<file path="src/sv/mtg_pkg.sv">
// Shared constants and types for the multi-tap gesture detector.
// No dependencies; compile first.
package mtg_pkg;

  // Width of the wrapping time base used for all time arithmetic.
  localparam int TIME_BITS = 32;

  localparam int NOW_BITS    = 32;
  localparam int CFG_BITS    = 16;
  localparam int CFG_IDX_BITS = 2;

  typedef logic [TIME_BITS-1:0]    time_t;
  typedef logic [CFG_BITS-1:0]     cfg_word_t;
  typedef logic [CFG_IDX_BITS-1:0] cfg_idx_t;
  typedef logic [1:0]              opcode_t;
  typedef logic [1:0]              action_t;
  typedef logic [1:0]              taps_t;

  // Opcodes
  localparam opcode_t OP_BUTTON = 2'd0;
  localparam opcode_t OP_TICK   = 2'd1;
  localparam opcode_t OP_FLUSH  = 2'd2;
  localparam opcode_t OP_UNUSED = 2'd3;

  // Actions
  localparam action_t ACT_NONE     = 2'd0;
  localparam action_t ACT_PLAY     = 2'd1;
  localparam action_t ACT_NEXT     = 2'd2;
  localparam action_t ACT_PREVIOUS = 2'd3;

  // Configuration register indexes
  localparam cfg_idx_t REG_WINDOW_TICKS  = 2'd0;
  localparam cfg_idx_t REG_WAIT_FALLBACK = 2'd1;

  localparam cfg_word_t WINDOW_RESET   = 16'd50;
  localparam cfg_word_t FALLBACK_RESET = 16'd10;

  // Map a tap count onto its action.
  function automatic action_t taps_to_action(taps_t n);
    action_t a;
    unique case (n)
      2'd1:    a = ACT_PLAY;
      2'd2:    a = ACT_NEXT;
      2'd3:    a = ACT_PREVIOUS;
      default: a = ACT_NONE;
    endcase
    return a;
  endfunction

endpackage

</file>
<file path="src/sv/mtg_if.sv">
// Handshake interfaces for the multi-tap gesture detector channels.
// Depends on mtg_pkg.
interface mtg_in_if;
  import mtg_pkg::*;
  logic      valid;
  logic      ready;
  opcode_t   opcode;
  logic [NOW_BITS-1:0] now_time;
  logic      target_hit;
  logic      released;
  logic      repeated;
  modport source (output valid, opcode, now_time, target_hit, released, repeated,
                  input ready);
  modport sink   (input valid, opcode, now_time, target_hit, released, repeated,
                  output ready);
endinterface

interface mtg_out_if;
  import mtg_pkg::*;
  logic      valid;
  logic      ready;
  action_t   action;
  cfg_word_t wait_hint;
  modport source (output valid, action, wait_hint, input ready);
  modport sink   (input valid, action, wait_hint, output ready);
endinterface

interface mtg_cfg_if;
  import mtg_pkg::*;
  logic      valid;
  logic      ready;
  cfg_idx_t  index;
  cfg_word_t data;
  modport source (output valid, index, data, input ready);
  modport sink   (input valid, index, data, output ready);
endinterface

</file>
<file path="src/sv/multitap_gesture_detector_top.sv">
// Top level of the multi-tap gesture detector.
// Depends on mtg_pkg and the channel interfaces in mtg_if.sv.

// Counts short presses of one watched button into a tap sequence and reports
// one result per input transaction: play/pause for one tap, next for two,
// previous for three, together with a suggested wait until the next tick.
// An item is captured in the input register, then a single pass of
// compare/add logic against the press state loads its result into the result
// register, from which the sink can take it. A new item is accepted every
// cycle unless both stages are full and the sink stalls; the only
// loop is the press state itself, which updates as an item moves into the
// result register, so back-to-back items see each other's effects in order.
// The output register decouples the two sides: the block keeps accepting
// while a result waits, and stalls only when both stages are full. The
// configuration port is always ready and is meant to be written while idle.
module multitap_gesture_detector_top (
  input logic clk,
  input logic rst,
  mtg_in_if.sink    items,
  mtg_out_if.source results,
  mtg_cfg_if.sink   cfg
);
  import mtg_pkg::*;

  // Configuration registers
  cfg_word_t tap_window;
  cfg_word_t wait_fallback;

  assign cfg.ready = 1'b1;

  always_ff @(posedge clk) begin
    if (rst) begin
      tap_window    <= WINDOW_RESET;
      wait_fallback <= FALLBACK_RESET;
    end else if (cfg.valid) begin
      if (cfg.index == REG_WINDOW_TICKS)  tap_window    <= cfg.data;
      if (cfg.index == REG_WAIT_FALLBACK) wait_fallback <= cfg.data;
    end
  end

  // Zero in either register acts as one.
  time_t     win;
  cfg_word_t fb;
  assign win = (tap_window == '0) ? time_t'(1) : time_t'(tap_window);
  assign fb  = (wait_fallback == '0) ? cfg_word_t'(1) : wait_fallback;

  // Input register stage
  logic    s1_valid;
  opcode_t s1_opcode;
  time_t   s1_now;
  logic    s1_hit;
  logic    s1_rel;
  logic    s1_rep;

  // Result register stage
  logic      out_valid;
  action_t   out_action;
  cfg_word_t out_wait;

  logic s1_advance;
  logic in_take;

  // Advance the input stage whenever the result register is free or drains.
  assign s1_advance  = s1_valid && (!out_valid || results.ready);
  assign items.ready = !s1_valid || s1_advance;
  assign in_take     = items.valid && items.ready;

  always_ff @(posedge clk) begin
    if (rst) begin
      s1_valid <= 1'b0;
    end else if (in_take) begin
      s1_valid <= 1'b1;
    end else if (s1_advance) begin
      s1_valid <= 1'b0;
    end
  end

  always_ff @(posedge clk) begin
    if (in_take) begin
      s1_opcode <= items.opcode;
      // Carry the time stamp onto the internal time base; both are the same width.
      s1_now    <= time_t'(items.now_time);
      s1_hit    <= items.target_hit;
      s1_rel    <= items.released;
      s1_rep    <= items.repeated;
    end
  end

  // Press and sequence state
  logic  btn_down,      btn_down_next;
  logic  btn_spoiled,   btn_spoiled_next;
  taps_t tap_total,     tap_total_next;
  time_t press_begin,   press_begin_next;
  time_t finish_deadline, finish_deadline_next;

  action_t   act_next;
  cfg_word_t wait_next;

  time_t since_deadline;
  time_t held;
  time_t remaining;
  logic  expired;
  logic  too_long;

  assign since_deadline = s1_now - finish_deadline;
  assign held           = s1_now - press_begin;
  // A pending sequence whose deadline has been reached ends here.
  assign expired  = !btn_down && (tap_total != '0) && !since_deadline[TIME_BITS-1];
  assign too_long = !held[TIME_BITS-1] && (held > win);

  always_comb begin
    btn_down_next        = btn_down;
    btn_spoiled_next     = btn_spoiled;
    tap_total_next       = tap_total;
    press_begin_next     = press_begin;
    finish_deadline_next = finish_deadline;
    act_next             = ACT_NONE;

    unique case (s1_opcode)
      OP_BUTTON: begin
        if (s1_hit) begin
          if (expired) begin
            act_next             = taps_to_action(tap_total);
            tap_total_next       = '0;
            finish_deadline_next = '0;
          end
          // Release wins over repeat when both are flagged.
          if (s1_rel) begin
            if (btn_down) begin
              btn_down_next = 1'b0;
              if (btn_spoiled || too_long) begin
                // Drop the sequence: bad press.
                btn_spoiled_next     = 1'b0;
                tap_total_next       = '0;
                finish_deadline_next = '0;
              end else if (tap_total == 2'd2) begin
                // Third tap finishes at once.
                act_next             = ACT_PREVIOUS;
                tap_total_next       = '0;
                finish_deadline_next = '0;
              end else begin
                tap_total_next       = tap_total + 2'd1;
                finish_deadline_next = s1_now + win;
              end
            end
          end else if (s1_rep) begin
            if (btn_down) begin
              btn_spoiled_next     = 1'b1;
              tap_total_next       = '0;
              finish_deadline_next = '0;
            end
          end else if (!btn_down) begin
            btn_down_next    = 1'b1;
            btn_spoiled_next = 1'b0;
            press_begin_next = s1_now;
          end
        end
      end
      OP_TICK: begin
        if (expired) begin
          act_next             = taps_to_action(tap_total);
          tap_total_next       = '0;
          finish_deadline_next = '0;
        end
      end
      OP_FLUSH: begin
        if (btn_down) begin
          btn_down_next        = 1'b0;
          btn_spoiled_next     = 1'b0;
          tap_total_next       = '0;
          press_begin_next     = '0;
          finish_deadline_next = '0;
        end else begin
          act_next             = taps_to_action(tap_total);
          tap_total_next       = '0;
          finish_deadline_next = '0;
        end
      end
      OP_UNUSED: begin
      end
      default: begin
      end
    endcase
  end

  // Wait hint from the updated state.
  assign remaining = finish_deadline_next - s1_now;

  always_comb begin
    if (btn_down_next || tap_total_next == '0) begin
      wait_next = fb;
    end else if (remaining == '0 || remaining[TIME_BITS-1]) begin
      wait_next = cfg_word_t'(1);
    end else if (remaining < time_t'(fb)) begin
      wait_next = remaining[CFG_BITS-1:0];
    end else begin
      wait_next = fb;
    end
  end

  always_ff @(posedge clk) begin
    if (rst) begin
      btn_down        <= 1'b0;
      btn_spoiled     <= 1'b0;
      tap_total       <= '0;
      press_begin     <= '0;
      finish_deadline <= '0;
    end else if (s1_advance) begin
      btn_down        <= btn_down_next;
      btn_spoiled     <= btn_spoiled_next;
      tap_total       <= tap_total_next;
      press_begin     <= press_begin_next;
      finish_deadline <= finish_deadline_next;
    end
  end

  // Result register: hold until the sink takes the transaction.
  always_ff @(posedge clk) begin
    if (rst) begin
      out_valid <= 1'b0;
    end else if (s1_advance) begin
      out_valid <= 1'b1;
    end else if (results.ready) begin
      out_valid <= 1'b0;
    end
  end

  always_ff @(posedge clk) begin
    if (s1_advance) begin
      out_action <= act_next;
      out_wait   <= wait_next;
    end
  end

  assign results.valid     = out_valid;
  assign results.action    = out_action;
  assign results.wait_hint = out_wait;

endmodule

</file>
<file path="src/flat_wrapper.sv">
// flat-port wrapper written by rule: the top's interface ports become plain ports
module multitap_gesture_detector_top_flat import mtg_pkg::*;
  (clk, rst, items_valid, items_opcode, items_now_time, items_target_hit, items_released, items_repeated, items_ready, results_valid, results_action, results_wait_hint, results_ready, cfg_valid, cfg_index, cfg_data, cfg_ready);
  mtg_in_if items_i ();
  mtg_out_if results_i ();
  mtg_cfg_if cfg_i ();
  input logic clk;
  input logic rst;
  input wire logic [$bits(items_i.valid)-1:0] items_valid;
  input wire logic [$bits(items_i.opcode)-1:0] items_opcode;
  input wire logic [$bits(items_i.now_time)-1:0] items_now_time;
  input wire logic [$bits(items_i.target_hit)-1:0] items_target_hit;
  input wire logic [$bits(items_i.released)-1:0] items_released;
  input wire logic [$bits(items_i.repeated)-1:0] items_repeated;
  output wire logic [$bits(items_i.ready)-1:0] items_ready;
  output wire logic [$bits(results_i.valid)-1:0] results_valid;
  output wire logic [$bits(results_i.action)-1:0] results_action;
  output wire logic [$bits(results_i.wait_hint)-1:0] results_wait_hint;
  input wire logic [$bits(results_i.ready)-1:0] results_ready;
  input wire logic [$bits(cfg_i.valid)-1:0] cfg_valid;
  input wire logic [$bits(cfg_i.index)-1:0] cfg_index;
  input wire logic [$bits(cfg_i.data)-1:0] cfg_data;
  output wire logic [$bits(cfg_i.ready)-1:0] cfg_ready;
  assign items_i.valid = items_valid;
  assign items_i.opcode = items_opcode;
  assign items_i.now_time = items_now_time;
  assign items_i.target_hit = items_target_hit;
  assign items_i.released = items_released;
  assign items_i.repeated = items_repeated;
  assign items_ready = items_i.ready;
  assign results_valid = results_i.valid;
  assign results_action = results_i.action;
  assign results_wait_hint = results_i.wait_hint;
  assign results_i.ready = results_ready;
  assign cfg_i.valid = cfg_valid;
  assign cfg_i.index = cfg_index;
  assign cfg_i.data = cfg_data;
  assign cfg_ready = cfg_i.ready;
  multitap_gesture_detector_top u_core (.clk(clk), .rst(rst), .items(items_i), .results(results_i), .cfg(cfg_i));
endmodule
</file>
<file path="config.mk">
export PLATFORM = sky130hd
export DESIGN_NAME = multitap_gesture_detector_top_flat
export DESIGN_NICKNAME = d
export VERILOG_FILES = /design/src/sv/mtg_pkg.sv /design/src/sv/mtg_if.sv /design/src/sv/multitap_gesture_detector_top.sv /design/src/flat_wrapper.sv
export SDC_FILE = /design/constraint.sdc
export NUM_CORES = 1
export LEC_CHECK = 0
export ABC_AREA = 1
export CELL_PAD_IN_SITES_DETAIL_PLACEMENT = 1
export CELL_PAD_IN_SITES_GLOBAL_PLACEMENT = 2
export CORE_ASPECT_RATIO = 0.75
export CORE_UTILIZATION = 39
export CTS_CLUSTER_SIZE = 28
export DETAILED_ROUTE_END_ITERATION = 10
export DONT_BUFFER_PORTS = 1
export HOLD_SLACK_MARGIN = 0.03
export PLACE_DENSITY_LB_ADDON = 0.08
export SLEW_MARGIN = 20
export SYNTH_ARGS = -nofsm -noshare
export SYNTH_HDL_FRONTEND = slang
export SYNTH_SLANG_ARGS = --single-unit
export TNS_END_PERCENT = 100
</file>
<file path="constraint.sdc">
create_clock -name clk -period 9 [get_ports clk]
set_input_delay 1.8 -clock clk [delete_from_list [all_inputs] [get_ports clk]]
set_output_delay 1.8 -clock clk [all_outputs]
set_load 0.01 [all_outputs]
</file>
==> flow_metrics.tcl, run 1 <==
set metrics [dict create \
    outcome "complete, no violations" \
    startpoint "u_core.s1_now[0]" \
    worstPathArrival_ps 8380 \
    path_max_fanout 19 \
    crit_required_ps 9220 \
    finalCritPeriodShare 0.9071 \
    fmax_ghz 0.1225 \
    ant_nets 0 \
    grt_overflow 0 \
    grt_pass1_vias 14860 \
    crit_top_cell "nand2_1" \
    routedWlPerCell_microns 20.84 \
    placed_cells 2676 \
    grt_max_degree 68 \
    layout_common_cells "nand2_1, inv_1, a21oi_1" \
    worst_pin_slew_ps 891.1 \
    cts-htree-levels 4 \
    cts_buffers 17 \
    synth_area_sq_um 14500 \
    clk_pin_slew_ps 70 \
    wl_met3_mm 3.358 \
    hold_viol 0 \
    peakVddDrop_mv 0.1341 \
    rr_endpoint "u_core.results.wait_hint[2]" \
    seq_area_frac_synth 0.2547 \
    cts_tree "yes" \
    drc 0 \
    layout-drive-gt1-share 0.05372 \
    post-dp-hpwl_mm 46.05 \
    syn_inst 2230 \
    insertion_delay_ps 470 \
    met1Wirelength_mm 28.46 \
    antenna_found_initial 2 \
    met2_length_mm 24.01 \
    final_util 0.4293 \
    drt-total-wl_mm 56.55 \
    skew_ps 16.78 \
    synth_area_per_cell_sq_um 6.502 \
    die_area_sq_um 37960 \
    clockRootBuffer "clkbuf_16" \
    reg2reg_depth 48 \
    globalRouteTotalUtil 0.3011 \
    core_area_sq_um 36260 \
    drt_iter0_markers 957 \
    gp_congestion 0.9416 \
    setup_violations 0 \
    cts.sinks 157 \
    vias 14890 \
    via_per_inst 5.489 \
    drv_slew 0 \
    cts_hold_buf 0 \
    min_path_cells 2 \
    syn_nets 2431 \
    final_nets 2403 \
    p_leak_nw 7.517 \
    start_util 0.3999 \
    cp-start-kind "flip-flop" \
    r2r_start "u_core.s1_now[0]" \
    highest_layer "met4" \
    cpMaxStageDelayCell "edfxtp_1" \
    ys_ff_latch 157 \
    min_period_ps 8164 \
    die_y_microns 169.0 \
    hold_start "u_core.press_begin[20]" \
    synth_edf_count 55 \
    worstSetupEndpointType "flip-flop" \
    drt-pass1-iter-count 7 \
    synth.distinct_cells 56 \
    power_mw 2.372 \
    critPathBufInv 6 \
    final_common_cell "nand2_1" \
    cts_max_path_buffers 2 \
    cp_top_family "simple AND/OR/NAND/NOR gates" \
    cts_resized 0 \
    cts_setup_buffers 0 \
    num_io_pins 81 \
    min_path_type "reg2reg" \
    io_buffers 0 \
    power_density_nw_per_um2 152.4 \
    ys.flop_type "dfxtp_1" \
    grt_pass1_wl_mm 87.00 \
    r2r_slack_ps 840 \
    finalSetupTns_ps 0 \
    ys_warn_count 0 \
    stdcell_count 2713 \
    rsz0062_at_grt "no" \
    chipWidth_microns 224.6 \
    synthArstFlopShare 0 \
    area_growth_pct 7.352 \
    drv_cap 0 \
    critPathKind "reg2reg" \
    row_count 60 \
    slew_headroom 0.4053 \
    whs_endpoint "u_core.press_begin[20]" \
    cp_slowest_stage_delay_ps 480 \
]
how the worst max path moves through the flow:
| stage | slack (ps) | depth (start not counted) | endpoint |
|---|---|---|---|
| 3_5_place_dp | 580 | 46 | u_core.results.wait_hint[2] |
| 4_1_cts | 540 | 47 | u_core.results.wait_hint[2] |
| 5_1_grt | 280 | 49 | u_core.results.wait_hint[2] |
| 2_1_floorplan | 2840 | 49 | u_core.results.wait_hint[0] |
| 3_3_place_gp | 870 | 46 | u_core.results.wait_hint[2] |
| 6_report | 840 | 48 | u_core.results.wait_hint[2] |
sequential cells by signal, summed over array words and instances (netlist names):
name	cells
u_core.s1_rep	1
u_core.results.wait_hint	16
u_core.s1_valid	1
u_core.tap_total	2
u_core.tap_window	16
u_core.results.action	2
u_core.btn_down	1
u_core.s1_opcode	2
u_core.results.valid	1
u_core.btn_spoiled	1
u_core.s1_hit	1
u_core.finish_deadline	32
u_core.wait_fallback	16
u_core.s1_now	32
u_core.s1_rel	1
u_core.press_begin	32
worst reg2reg max path, delay by kind of cell, from the launching register on:
family	cells	cell delay (ps)
buf+inv	6	590
xor+xnor	2	500
compound gates	9	1360
simple gates	26	3340
flops	1	480
fa+ha+maj	5	1620
metal layers:
layer | global-route usage | up-vias
met5 | 0 | -
met4 | 0.05886 | 0
met3 | 0.05450 | 41
met2 | 0.4667 | 367
met1 | 0.4345 | 7193
li1 | - | 7290
logic make-up (layout without fill, tap and decap cells):
family	count (synthesis)	after routing	share of synthesized area
buffers and inverters	463	448	0.1215
AO/OA/AOI/OAI	470	470	0.1844
adder cells (fa/ha/maj)	141	141	0.1232
flip-flops	157	157	0.2547
AND/OR/NAND/NOR	950	950	0.2869
XOR/XNOR	48	48	0.02900
other	1	3	0.0002586
report_power, final:
group / switching (mW) / internal, mW / leakage, nW / total (mW)
Sequential: 0.0419 / 0.777 / 1.37 / 0.819
Clock: 0.348 / 0.386 / 0.271 / 0.734
Combinational: 0.561 / 0.258 / 5.88 / 0.819
Total: 0.950 / 1.42 / 7.52 / 2.37
through the flow:
step	area, sq um	hold slack, ps	worst slack, ps
after floorplan	14500	442.6	2838
after global placement	14970	453.2	867.6
after detailed placement	14970	455.5	584.0
after CTS	15540	469.4	536.7
after global routing	15560	477.9	277.9
final	15560	464.0	836.4
cells in the mapped netlist (6+ instances only):
| master | instances | area [sq um] |
|---|---|---|
| o221ai_1 | 15 | 131.4 |
| a21oi_1 | 203 | 1016 |
| o22ai_1 | 12 | 75.07 |
| o21ai_0 | 124 | 620.6 |
| xor2_1 | 37 | 324.1 |
| inv_1 | 386 | 1449 |
| xnor2_1 | 11 | 96.34 |
| o21ai_1 | 26 | 130.1 |
| a211oi_1 | 32 | 240.2 |
| clkinv_1 | 6 | 22.52 |
| a31oi_1 | 9 | 56.30 |
| o211ai_1 | 16 | 120.1 |
| or2_2 | 6 | 37.54 |
| edfxtp_1 | 55 | 1652 |
| nand2_2 | 10 | 62.56 |
| nor2_2 | 12 | 75.07 |
| clkbuf_1 | 58 | 217.7 |
| nand2_4 | 8 | 90.09 |
| nand3_2 | 7 | 70.07 |
| nor2_1 | 136 | 510.5 |
| nor3_1 | 22 | 110.1 |
| nand4_1 | 48 | 300.3 |
| nand3b_1 | 8 | 60.06 |
| dfxtp_1 | 102 | 2042 |
| nand3_1 | 109 | 545.5 |
| ha_1 | 138 | 1727 |
| o21bai_1 | 13 | 97.59 |
| nor4_1 | 11 | 68.82 |
| nand2_1 | 562 | 2110 |
cell type report:
type                    instances  area, sq um
diodes                          2        5.005
inverters                     397         1490
clock inverters                14        137.6
well taps                     496        620.6
multi-input cells            1610         9046
repair buffers                 19        142.6
flip-flops and latches        157         3694
clock buffers                  18        429.2
fillers                      4803        20690
(Power assumes the default switching activity.)
==> inputs of run 2 (changes only) <==
--- a/config.mk
+++ b/config.mk
@@ -14,6 +14,7 @@
 export DETAILED_ROUTE_END_ITERATION = 10
 export DONT_BUFFER_PORTS = 1
 export HOLD_SLACK_MARGIN = 0.03
+export MAX_ROUTING_LAYER = met4
 export PLACE_DENSITY_LB_ADDON = 0.08
 export SLEW_MARGIN = 20
 export SYNTH_ARGS = -nofsm -noshare
==> run 2 against run 1 <==
Effect of this change:
- fmax decreased by 0.88%
- core utilization barely moved
- power is 1.5% higher
- clock power is 5.0% higher
- clock-buffer cell count did not move
- worst hold slack better by 3.8 ps
- worst setup slack got worse by 72 ps
- critical path depth rose by 2
- cell area barely moved
- sequential cell count did not move
- via count decreased by 0.37%
==> flow_metrics.tcl, run 2 (synthesis results as in run 1) <==
set metrics [dict create \
    grt_max_degree 68 \
    core_area_sq_um 36260 \
    drt_iter0_markers 1078 \
    antenna_found_initial 3 \
    cp-start-kind "flip-flop" \
    ant_nets 0 \
    power_density_nw_per_um2 154.7 \
    fillers 4830 \
    vias 14840 \
    critPathKind "reg2reg" \
    cts_tree "yes" \
    drt-total-wl_mm 56.40 \
    design_area_sq_um 15570 \
    fmax_ghz 0.1214 \
    area_growth_pct 7.361 \
    setup_violations 0 \
    insertion_delay_ps 470 \
    finalSetupTns_ps 0 \
    cts_buffers 17 \
    min_path_type "reg2reg" \
    row_count 60 \
    skew_ps 21.38 \
    start_util 0.3999 \
    io_buffers 0 \
    p_leak_nw 7.514 \
    worstSetupEndpointType "flip-flop" \
    outcome "complete, no violations" \
    globalRouteTotalUtil 0.3121 \
    hold_viol 0 \
    grt_overflow 0 \
    clockRootBuffer "clkbuf_16" \
    die_y_microns 169.0 \
    via_per_inst 5.473 \
    cts_max_path_buffers 2 \
    chipWidth_microns 224.6 \
    grt_pass1_vias 14970 \
    crit_required_ps 9220 \
    peakVddDrop_mv 0.1199 \
    final_common_cell "nand2_1" \
    fin_hold_ws_ps 467.8 \
    cts_resized 0 \
    layout-drive-gt1-share 0.05244 \
    num_io_pins 81 \
    layout_common_cells "nand2_1, inv_1, a21oi_1" \
    routedWlPerCell_microns 20.80 \
    cts-htree-levels 4 \
    worst_pin_slew_ps 946.3 \
    stdcell_count 2711 \
    cpMaxStageDelayCell "fa_1" \
    place_area_sq_um 14960 \
    cp_slowest_stage_delay_ps 490 \
    die_area_sq_um 37960 \
    rsz0062_at_grt "no" \
    min_period_ps 8236 \
    final_nets 2400 \
    slew_headroom 0.3684 \
    gp_congestion 0.9509 \
    post-dp-hpwl_mm 46.06 \
    top_regs "u_core.finish_deadline x32, u_core.press_begin x32, u_core.s1_now x32" \
    final_util 0.4293 \
    drv_cap 0 \
    placed_cells 2674 \
    cts.sinks 157 \
    drv_slew 0 \
    r2r_start "u_core.s1_now[0]" \
    drt-pass1-iter-count 5 \
    clk_pin_slew_ps 80 \
    drc 0 \
    hold_start "u_core.press_begin[20]" \
    critPathBufInv 7 \
    grt_pass1_wl_mm 87.67 \
    worstPathArrival_ps 8460 \
    startpoint "u_core.s1_now[0]" \
    crit_top_cell "nand2_1" \
    cp_top_family "simple AND/OR/NAND/NOR gates" \
    path_max_fanout 19 \
    cts_setup_buffers 0 \
    finalCritPeriodShare 0.9151 \
    cts_hold_buf 0 \
]
==> run 2: cell count changes in the layout (fill, tap and decap cells not counted), sizes merged <==
cell / previous run / this run
buf: 19 / 16
clkinv: 12 / 9
inv: 395 / 397
bufinv: 1 / 2
diode: 2 / 3
==> run 2: routing by layer <==
metal	wire, microns	vias up	track usage
met2	23560	369	0.4550
li1	-	7295	-
met5	0	-	-
met1	28610	7115	0.4440
met3	3349	57	0.05780
met4	871	0	0.06773
==> run 2: power breakdown <==
group	internal [mW]	leakage, nW	switching, mW
clock network	0.415	0.282	0.356
logic	0.258	5.87	0.560
registers	0.777	1.37	0.0421
total	1.45	7.51	0.958
==> run 2: worst register-to-register path: cells and delay by family, from the launching register on <==
family	cells	cell delay (ps)
AO/OA/AOI/OAI	8	1310
XOR/XNOR	2	410
AND/OR/NAND/NOR	28	3560
buffers and inverters	7	750
adder cells (fa/ha/maj)	5	1510
flip-flops	1	470
==> run 2: layout make-up <==
cell class                 instances  area (sq um)  area share
sequential                       157          3694      0.2373
antenna                            3         7.507   0.0004823
timing repair buffer              16         120.1    0.007716
tap                              496         620.6     0.03987
multi-input combinational       1610          9046      0.5811
inverter                         397          1490     0.09573
clock buffer                      18         429.2     0.02757
clock inverter                    14         158.9     0.01021
==> run 2: worst paths after layout <==
kind	to	slack (ps)	cells after the start
worst max register to register	u_core.results.wait_hint[2]	760	50
worst max-delay path	u_core.results.wait_hint[2]	760	50
worst min-delay path	u_core.press_begin[20]	470	2
worst min register to register	u_core.press_begin[20]	470	2
==> run 2: stage by stage <==
step | power [mW] | worst slack, ps
3_5_place_dp | 1.637 | 559.0
4_1_cts | 2.408 | 500.9
2_1_floorplan | 1.388 | 2838
5_1_grt | 2.548 | 95.93
6_report | 2.407 | 764.0
3_3_place_gp | 1.617 | 793.3
==> inputs of run 3 (changes only) <==
--- a/config.mk
+++ b/config.mk
@@ -13,10 +13,11 @@
 export CTS_CLUSTER_SIZE = 28
 export DETAILED_ROUTE_END_ITERATION = 10
 export DONT_BUFFER_PORTS = 1
+export GPL_TIMING_DRIVEN = 0
 export HOLD_SLACK_MARGIN = 0.03
 export MAX_ROUTING_LAYER = met4
 export PLACE_DENSITY_LB_ADDON = 0.08
-export SLEW_MARGIN = 20
+export REMOVE_ABC_BUFFERS = 1
 export SYNTH_ARGS = -nofsm -noshare
 export SYNTH_HDL_FRONTEND = slang
 export SYNTH_SLANG_ARGS = --single-unit
==> run 3 against run 2 <==
Effect of this change:
- register-to-register slack got worse by 420 ps
- largest power group unchanged
- worst hold slack got worse by 1.7 ps
- via count fell by 1.2%
- sequential power barely moved
- worst setup slack got worse by 420 ps
- wire length fell by 3.8%
- highest routed layer unchanged
==> flow_metrics.tcl, run 3 (synthesis results as in run 1) <==
set metrics [dict create \
    cts-htree-levels 4 \
    insertion_delay_ps 460 \
    pwr-share-seq 0.345 \
    p_sw_frac 0.3924 \
    critPathKind "reg2reg" \
    cts.sinks 157 \
    whs_endpoint "u_core.press_begin[28]" \
    die_y_microns 169.0 \
    ant_nets 0 \
    clk_pin_slew_ps 80 \
    hold_start "u_core.press_begin[28]" \
    gp_congestion 0.9438 \
    final_nets 2391 \
    drt-pass1-iter-count 5 \
    r2r_start "u_core.s1_now[1]" \
    grt_pass1_wl_mm 84.62 \
    drv_slew 0 \
    layout_common_cells "nand2_1, inv_1, a21oi_1" \
    cts_tree "yes" \
    p_leak_nw 7.472 \
    clockRootBuffer "clkbuf_16" \
    rr_endpoint "u_core.results.wait_hint[2]" \
    finalSetupTns_ps 0 \
    hold_viol 0 \
    layout-drive-gt1-share 0.05175 \
    num_io_pins 81 \
    path_max_fanout 19 \
    chipWidth_microns 224.6 \
    area_growth_pct 7.283 \
    min_path_cells 2 \
    min_path_type "reg2reg" \
    setup_violations 0 \
    cts_buffers 17 \
    skew_ps 12.62 \
    combPwrFrac 0.338 \
    drc 0 \
    routedWlPerCell_microns 20.05 \
    via_per_inst 5.417 \
    drv_cap 0 \
    cts_max_path_buffers 2 \
    fmax_ghz 0.1155 \
    cp_slowest_stage_delay_ps 570 \
    grt_pass1_vias 14690 \
    crit_required_ps 9210 \
    crit_top_cell "nand2_1" \
    rsz0062_at_grt "no" \
    io_buffers 0 \
    grt_max_degree 56 \
    grt_overflow 0 \
    cts_hold_buf 0 \
    antenna_found_initial 5 \
    start_util 0.3999 \
    p_int_mw 1.447 \
    slew_headroom 0.04727 \
    vias 14660 \
    post-dp-hpwl_mm 43.70 \
    peakVddDrop_mv 0.1364 \
    r2r_slack_ps 340 \
    p_sw_mw 0.9347 \
    drt_iter0_markers 1062 \
    worstPathArrival_ps 8870 \
    p_clk_frac 0.317 \
    row_count 60 \
    globalRouteTotalUtil 0.2995 \
    cp-start-kind "flip-flop" \
    final_util 0.4290 \
    worstSetupEndpointType "flip-flop" \
    die_area_sq_um 37960 \
    cpMaxStageDelayCell "edfxtp_1" \
    reg2reg_depth 49 \
    worst_pin_slew_ps 1429 \
    power_density_nw_per_um2 153.1 \
    finalCritPeriodShare 0.9623 \
    drt-total-wl_mm 54.25 \
    min_period_ps 8661 \
    final_common_cell "nand2_1" \
    top_regs "u_core.finish_deadline x32, u_core.press_begin x32, u_core.s1_now x32" \
    core_area_sq_um 36260 \
    outcome "complete, no violations" \
]
## run 3: worst max-delay path, delay by kind of cell (launching register included)
family | cells | cell delay, ps
simple gates | 29 | 4140
compound gates | 7 | 1340
fa+ha+maj | 4 | 1190
buf+inv | 7 | 860
flops | 1 | 570
xor+xnor | 2 | 290
## run 3: worst max-delay path by stage
stage / from / end / slack [ps]
2_1_floorplan: u_core.s1_now[0] / u_core.results.wait_hint[2] / 2740
3_3_place_gp: u_core.s1_now[0] / u_core.results.wait_hint[2] / -100
3_5_place_dp: u_core.s1_now[1] / u_core.results.wait_hint[2] / -180
4_1_cts: u_core.s1_now[1] / u_core.results.wait_hint[2] / 300
5_1_grt: u_core.s1_now[1] / u_core.results.wait_hint[2] / 9
6_report: u_core.s1_now[1] / u_core.results.wait_hint[2] / 340
## run 3: layout make-up
class / count / area, sq um
flip-flops and latches: 157 / 3694
fillers: 4857 / 20700
clock buffers: 20 / 436.7
repair buffers: 7 / 77.57
well taps: 496 / 620.6
inverters: 397 / 1491
multi-input cells: 1610 / 9079
diodes: 7 / 17.52
clock inverters: 12 / 138.9
## run 3: power by group through the flow
stage | sequential, mW | combinational, mW | clock (mW)
finish | 0.821 | 0.806 | 0.755
global route | 0.826 | 0.903 | 0.798
CTS | 0.822 | 0.790 | 0.768
detailed placement | 0.837 | 0.781 | 0
global placement | 0.836 | 0.754 | 0
floorplan | 0.818 | 0.559 | 0
## run 3: metal layers
layer / wire length, microns / vias up / part of all wire / GRT usage
met4: 997 / 0 / 0.018 / 0.08015
li1: - / 7277 / - / -
met2: 22740 / 322 / 0.42 / 0.4394
met3: 2846 / 47 / 0.052 / 0.04062
met1: 27660 / 7012 / 0.51 / 0.4278
met5: 0 / - / 0 / -
## run 3: repair_timing
item,CTS,global route
setup endpoints to repair,16,16
resized for setup,0,7
pin swaps,0,2
setup buffers,2,3
## run 3: through the flow
step                cell area, sq um  power, mW  hold slack [ps]  cells  worst slack [ps]
floorplan                      14230      1.377            439.5   2164              2738
global placement               14850      1.590            452.8   2660            -99.02
detailed placement             14890      1.618            455.4   2662            -183.9
CTS                            15480      2.380            470.1   2696             298.2
global route                   15550      2.526            475.2   2706             9.130
finish                         15550      2.382            466.1   2706             339.3
